$ cat config.mk
export PLATFORM = sky130hd
export DESIGN_NAME = llcp_fifo
export DESIGN_NICKNAME = d
export VERILOG_FILES = /design/src/hw/rtl/llcp_pkg.sv /design/src/hw/rtl/llcp_fifo.sv
export SDC_FILE = /design/constraint.sdc
export NUM_CORES = 1
export LEC_CHECK = 0
export CORE_MARGIN = 3
export CORE_UTILIZATION = 55
export CTS_BUF_LIST = sky130_fd_sc_hd__clkbuf_8
export DETAILED_ROUTE_END_ITERATION = 6
export DONT_BUFFER_PORTS = 1
export GPL_ROUTABILITY_DRIVEN = 0
export PLACE_DENSITY = 0.78
export SLEW_MARGIN = 10
export SYNTH_ARGS = -nofsm -noshare
export SYNTH_HDL_FRONTEND = slang
export SYNTH_SLANG_ARGS = --single-unit
$ cat constraint.sdc
create_clock -name clk -period 25.9 [get_ports clk]
set_clock_uncertainty 0.2 [all_clocks]
set_input_delay 2.59 -clock clk [delete_from_list [all_inputs] [get_ports clk]]
set_output_delay 2.59 -clock clk [all_outputs]
set_load 0.005 [all_outputs]
$ cat src/hw/rtl/llcp_pkg.sv
// Shared widths, request and result types for the closest-point solver.
package llcp_pkg;

    // Coordinate and intermediate widths
    localparam int COORD_BITS          = 16;
    localparam int DIFF_W              = COORD_BITS + 1;
    localparam int PROD_W              = 2 * DIFF_W;
    localparam int DOT_W               = PROD_W + 2;
    localparam int WIDE_W              = 2 * DOT_W;
    localparam int NUM_W               = WIDE_W + 1;

    // Result format
    localparam int PARAM_W             = 32;
    localparam int QUO_W               = PARAM_W + 1;
    localparam int PARAM_FRAC_BITS_DEF = 16;

    // Queue between front and back
    localparam int FIFO_DEPTH          = 4;

    typedef struct packed {
        logic signed [COORD_BITS-1:0] p1_x;
        logic signed [COORD_BITS-1:0] p1_y;
        logic signed [COORD_BITS-1:0] p1_z;
        logic signed [COORD_BITS-1:0] p2_x;
        logic signed [COORD_BITS-1:0] p2_y;
        logic signed [COORD_BITS-1:0] p2_z;
        logic signed [COORD_BITS-1:0] q1_x;
        logic signed [COORD_BITS-1:0] q1_y;
        logic signed [COORD_BITS-1:0] q1_z;
        logic signed [COORD_BITS-1:0] q2_x;
        logic signed [COORD_BITS-1:0] q2_y;
        logic signed [COORD_BITS-1:0] q2_z;
    } req_in_t;

    typedef struct packed {
        logic signed [PARAM_W-1:0] param_s;
        logic signed [PARAM_W-1:0] param_t;
        logic                      parallel_flag;
        logic                      saturated_flag;
    } res_out_t;

    // Queue entry: determinant and the two Cramer numerators
    typedef struct packed {
        logic signed [NUM_W-1:0] det;
        logic signed [NUM_W-1:0] num_s;
        logic signed [NUM_W-1:0] num_t;
    } solve_t;

endpackage

$ cat src/hw/rtl/llcp_fifo.sv
// Short request queue between the front and back pipelines.
module llcp_fifo
    import llcp_pkg::*;
#(
    parameter int DEPTH = FIFO_DEPTH
)
(
    input  logic   clk,
    input  logic   rst_n,
    input  logic   push_valid,
    output logic   push_full,
    input  solve_t push_data,
    output logic   pop_valid,
    input  logic   pop_ready,
    output solve_t pop_data
);

    localparam int PW = (DEPTH > 1) ? $clog2(DEPTH) : 1;
    localparam int CW = $clog2(DEPTH + 1);

    solve_t        mem [DEPTH];
    logic [PW-1:0] wr_ptr_reg, rd_ptr_reg;
    logic [CW-1:0] count_reg;
    logic          push, pop;

    assign push_full = (count_reg == CW'(DEPTH));
    assign pop_valid = (count_reg != '0);
    assign push      = push_valid && !push_full;
    assign pop       = pop_valid && pop_ready;
    assign pop_data  = mem[rd_ptr_reg];

    // Pointers and fill count
    always_ff @(posedge clk or negedge rst_n)
    begin
        if (!rst_n)
        begin
            wr_ptr_reg <= '0;
            rd_ptr_reg <= '0;
            count_reg  <= '0;
        end
        else
        begin
            if (push)
            begin
                wr_ptr_reg <= (wr_ptr_reg == PW'(DEPTH - 1)) ? '0 : wr_ptr_reg + 1'b1;
            end
            if (pop)
            begin
                rd_ptr_reg <= (rd_ptr_reg == PW'(DEPTH - 1)) ? '0 : rd_ptr_reg + 1'b1;
            end
            if (push && !pop)
            begin
                count_reg <= count_reg + 1'b1;
            end
            else if (pop && !push)
            begin
                count_reg <= count_reg - 1'b1;
            end
        end
    end

    // Storage
    always_ff @(posedge clk)
    begin
        if (push)
        begin
            mem[wr_ptr_reg] <= push_data;
        end
    end

endmodule

==> results of run 1 <==
kinds of logic (layout without fill, tap and decap cells):
logic type / after synthesis / in the layout / synth area share
xor gates and xnor gates: 3 / 3 / 0.000820
adders and majority gates: 7 / 7 / 0.00297
buffers and inverters: 52 / 257 / 0.0124
DFF: 883 / 883 / 0.826
muxes: 224 / 224 / 0.156
and+or+nand+nor: 12 / 12 / 0.00207
power by group:
group          internal, mW  leakage, nW  total, mW  switching, mW
logic                 0.391         1.60      0.887          0.496
clock network         0.517         1.37       1.02          0.504
registers              1.89         8.10       2.00          0.110
layer usage:
| metal | up-vias | track usage | wire length (um) |
|---|---|---|---|
| met5 | - | 0 | 0 |
| met4 | 0 | 0.0779 | 1620 |
| met3 | 104 | 0.109 | 8920 |
| met2 | 769 | 0.310 | 29700 |
| met1 | 6755 | 0.251 | 21000 |
| li1 | 5376 | - | - |
worst max-delay path: cells and delay by family, from the launching register on:
family / cells / cell delay [ns]
flops: 1 / 0.86
buf+inv: 2 / 1.62
mux: 1 / 0.67
Yosys cell counts:
cell type	n	area, um2
and2_1	3	18.8
buf_1	1	3.75
buf_2	21	105
buf_4	2	15.0
buf_6	21	236
buf_8	1	15.0
clkbuf_1	3	11.3
dfrtp_1	7	175
edfxtp_1	876	26300
fa_1	1	20.0
ha_1	6	75.1
inv_1	3	11.3
mux2_1	2	22.5
mux2_2	3	33.8
mux4_2	219	4930
nand2_1	2	7.51
nor2_1	4	15.0
nor2b_1	1	6.26
nor3b_2	1	12.5
or3_1	1	6.26
xnor2_1	1	8.76
xor2_1	2	17.5
cell type report:
| class | count | area share |
|---|---|---|
| Timing Repair Buffer | 19 | 0.00405 |
| Sequential cell | 883 | 0.753 |
| Clock buffer | 141 | 0.0551 |
| Tap cell | 756 | 0.0269 |
| Multi-Input combinational cell | 246 | 0.147 |
| Clock inverter | 94 | 0.0136 |
| Inverter | 3 | 0.000320 |
metrics by stage:
| step | hold slack [ns] | setup slack, ns | util | cell area [um2] | std cells |
|---|---|---|---|---|---|
| finish | 0.291 | 19.06 | 0.617 | 35200 | 2142 |
| global route | 0.306 | 18.59 | 0.617 | 35200 | 2142 |
| detailed placement | 0.275 | 19.70 | 0.575 | 32800 | 1907 |
| CTS | 0.290 | 18.82 | 0.617 | 35200 | 2142 |
| global placement | 0.266 | 19.71 | 0.575 | 32800 | 1907 |
| floorplan | 0.245 | 13.09 | - | 32100 | 1181 |
cells in the final DEF, fill, tap and decap left out:
cell type	synthesis	layout
ha_1	6	6
nor2_4	0	1
clkbuf_8	0	141
clkinv_8	0	3
bufinv_16	0	1
clkinvlp_4	0	6
mux2_2	3	3
inv_1	3	42
nor2_1	4	3
clkinv_2	0	10
dfrtp_4	0	2
edfxtp_1	876	876
inv_6	0	4
clkinv_1	0	30
buf_4	2	19
xor2_1	2	2
mux4_2	219	219
inv_8	0	1
nor3b_2	1	1
nor2b_1	1	1
mux2_1	2	2
dfrtp_1	7	5
xnor2_1	1	1
fa_1	1	1
nand2_1	2	2
and2_4	0	3
or3_1	1	1
worst max path at each step:
stage,endpoint,start,slack (ns),cells past startpoint
finish,pop_data[97],rd_ptr_reg[0],19.06,3
global route,pop_data[97],rd_ptr_reg[0],18.59,3
CTS,pop_data[133],rd_ptr_reg[0],18.82,3
detailed placement,pop_data[133],rd_ptr_reg[0],19.70,3
global placement,pop_data[104],rd_ptr_reg[0],19.71,3
floorplan,mem[3][0],push_valid,13.09,2
==> results.toml, run 1 <==
[status]
outcome = "completed"

[power]
finalPower_mw = 3.91
peakVddDrop_uv = 72.6
powerDensity_nw_per_um2 = 111
leakage_nw = 11.1

[min_path]
hp-start = "count_reg[2]"
min-delay-path-class = "reg -> reg"
holdPathStages = 1
hold_end = "count_reg[2]"

[yosys]
netlist_instances = 1181
seq_area_frac_synth = 0.826
synth-seq-cells = 883
synth_nets = 1411
yosys_warnings = 0
syn_area_um2 = 32100
post_synth.cell_area_avg_um2 = 27.1
yosysUniqueCellTypes = 22

[finish]
synthToLayoutAreaGrowth_pct = 9.81
insertedDiodeCount = 0
multi_input_area_um2 = 5190
layout.nets = 1518
largest_register_ffs = 876
drive_above_1_share = 0.299
n_fill_cell = 3611
regArea_um2 = 26500

[clocking]
clk_pin_slew_worst_paths_ns = 0.06
cts_tree = "yes"
cts_sinks = 883
cts_hold_buf = 0
clk_latency_ns = 0.77
clockRootBuffer = "clkbuf_8"
cts_setup_buffers = 0
cts_resized = 0
clockBufferDepth = 3
cts_max_level = 4
numCtsBuffers = 135

[timing]
hold_viol_final = 0
max_freq_ghz = 0.146
slew_headroom = 0.236
report.final.slew_viol_count = 0
finalCritPeriodShare = 0.264
fin_setup_tns_ns = 0
worst_slew_pin_slew_ns = 1.15
finalCriticalPeriod_ns = 6.84
setup_violations = 0
rsz0062_at_grt = "false"

[route]
drcViolationCount = 0
drtIter0Drc = 1071
via_per_inst = 6.07
ant_nets = 0
wl_per_cell_um = 28.6
drt_pre_antenna_iters = 5
wl_um = 61200
vias = 13000

[critical_path]
r2r-start = "count_reg[2]"
cpMaxStageDelayCell = "buf_4"
critPathMaxFanout = 56
r2r-end = "mem[2][66]"
r2r_setup_slack_ns = 21.93
required_ns = 23.11
arrival_ns = 4.05
path_cells = "buf_4 -> buf_4 -> mux4_2"
critical_path.startpoint_type = "flip-flop"
critPathKind = "reg -> out"
worst_path_most_repeated_cell = "buf_4"
cp-end-kind = "output pin"
critPathMaxStageDelay_ns = 0.89
r2r_cells = 5

[placed_design]
numPortBuffers = 0
hpwl_um = 38800

[global_route]
grt_pass1_wl_um = 90800
grt_pass1_vias = 13900
grt_use_total = 0.204
grt_overflow_total = 0
antenna_found_initial = 0
grt_max_degree = 80

[floorplan]
fp-row-count = 87
die_h_um = 247
start_util = 0.562
die_w_um = 247
ios = 444
core_um2 = 57000
die_area_um2 = 61200

[flow_run]
maxCapViolations = 0
Power figures use the tool's default switching activity.
==> run 2: changes to the inputs <==
clock period = 6.89 ns   (was 25.9 ns; I/O delays follow)
==> results.toml, run 2 (same netlist as run 1, synthesis figures left out) <==
[finish]
layout.nets = 1737
n_fill_cell = 3275
final_cell_mix = "edfxtp_1, dlygate4sd3_1, mux4_2"
final_core_util = 0.658
regArea_um2 = 26500
final_common_cell = "edfxtp_1"
largest_register_ffs = 876
multi_input_area_um2 = 5190
synthToLayoutAreaGrowth_pct = 17.1
final_cells = 2383
drive_above_1_share = 0.255

[floorplan]
die_area_um2 = 61200
core_um2 = 57000
die_h_um = 247
start_util = 0.562
fp-row-count = 87
ios = 444
die_w_um = 247

[status]
outcome = "completed"

[critical_path]
critPathKind = "reg -> out"
critPathMaxFanout = 101
required_ns = 6.00
arrival_ns = 3.19
cp-end-kind = "output pin"
critical_path.startpoint_type = "flip-flop"

[timing]
worst_slew_pin_slew_ns = 1.07
rsz0062_at_grt = "false"
finalCriticalPeriod_ns = 4.08
setup_ws_ns = 2.81
report.final.slew_viol_count = 0
slew_headroom = 0.289
setup_violations = 0
hold_viol_final = 0
whs_ns = 0.190
finalCritPeriodShare = 0.592
fin_setup_tns_ns = 0
max_freq_ghz = 0.245

[min_path]
min-delay-path-class = "in -> reg"

[clocking]
cts_sinks = 883
clk_pin_slew_worst_paths_ns = 0.06
clk_latency_ns = 0.76
cts_resized = 0
cts_max_level = 4
numCtsBuffers = 137
cts_tree = "yes"
cts_setup_buffers = 0
cts_hold_buf = 222
clockRootBuffer = "clkbuf_8"
clockBufferDepth = 3

[flow_run]
maxCapViolations = 0

[power]
powerDensity_nw_per_um2 = 400
peakVddDrop_uv = 429
leakage_nw = 12.0

[route]
vias = 14000
drcViolationCount = 0
drt_pre_antenna_iters = 5
ant_nets = 0
wl_um = 65600
drtIter0Drc = 1242
wl_per_cell_um = 27.5
via_per_inst = 5.90

[placed_design]
hpwl_um = 36400
placed_cells = 1902
place_ws_ns = 3.53
numPortBuffers = 0

[global_route]
antenna_found_initial = 11
grt_max_degree = 119
grt_overflow_total = 0
grt_pass1_wl_um = 97500
grt_pass1_vias = 15000
grt_use_total = 0.218
==> run 2: changes by cell type in the layout (fill, tap and decap cells not counted), sizes merged <==
cell         before  now
diode             0   13
clkinv           43   48
dlygate4sd3       0  222
buf              19   14
clkbuf          141  140
inv              47   54
==> run 2: critical path: stages (launching register included) <==
cell     delay [ns]
dfrtp_4        0.93
buf_12         0.58
mux4_2         0.67
==> run 2: layout make-up <==
type                       instances  share of cell area
sequential                       883               0.706
multi-input combinational        246               0.138
timing repair buffer             236              0.0640
clock buffer                     140              0.0514
tap                              756              0.0252
clock inverter                   106              0.0140
antenna                           13            0.000867
inverter                           3            0.000300
==> run 2: metal layers <==
layer  track usage  part of all wire  routed length, um  vias to the layer above
met2         0.358              0.52              34000                      703
met5             0                 0                  0                        -
met1         0.275              0.36              23700                     7405
met4        0.0742             0.019               1270                        0
met3        0.0768              0.10               6580                       95
li1              -                 -                  -                     5846
==> run 2: stage by stage <==
step,instance area [um2],power (mW)
after floorplan,32100,10.3
after global placement,32800,11.0
after detailed placement,32800,11.1
after CTS,37500,15.1
after global routing,37500,15.7
final,37500,15.0
==> run 2: worst paths after layout <==
| path | to | slack (ns) | cells after the start | from |
|---|---|---|---|---|
| setup / recovery | pop_data[138] | 2.81 | 2 | rd_ptr_reg[0] |
| hold / removal | wr_ptr_reg[0] | 0.19 | 2 | push_valid |
| setup reg to reg | mem[0][185] | 3.71 | 4 | count_reg[2] |
| hold reg to reg | count_reg[2] | 0.29 | 1 | count_reg[2] |
| max in group asynchronous | rd_ptr_reg[0] | 5.52 | 2 | rst_n |
| min in group asynchronous | wr_ptr_reg[1] | 0.65 | 2 | rst_n |
==> run 2: power by group <==
part	internal, mW	leakage [nW]	switching [mW]	total (mW)
Sequential	7.10	8.10	0.379	7.48
Combinational	1.57	2.53	2.06	3.63
Clock	1.94	1.41	1.96	3.91
Total	10.6	12.0	4.40	15.0
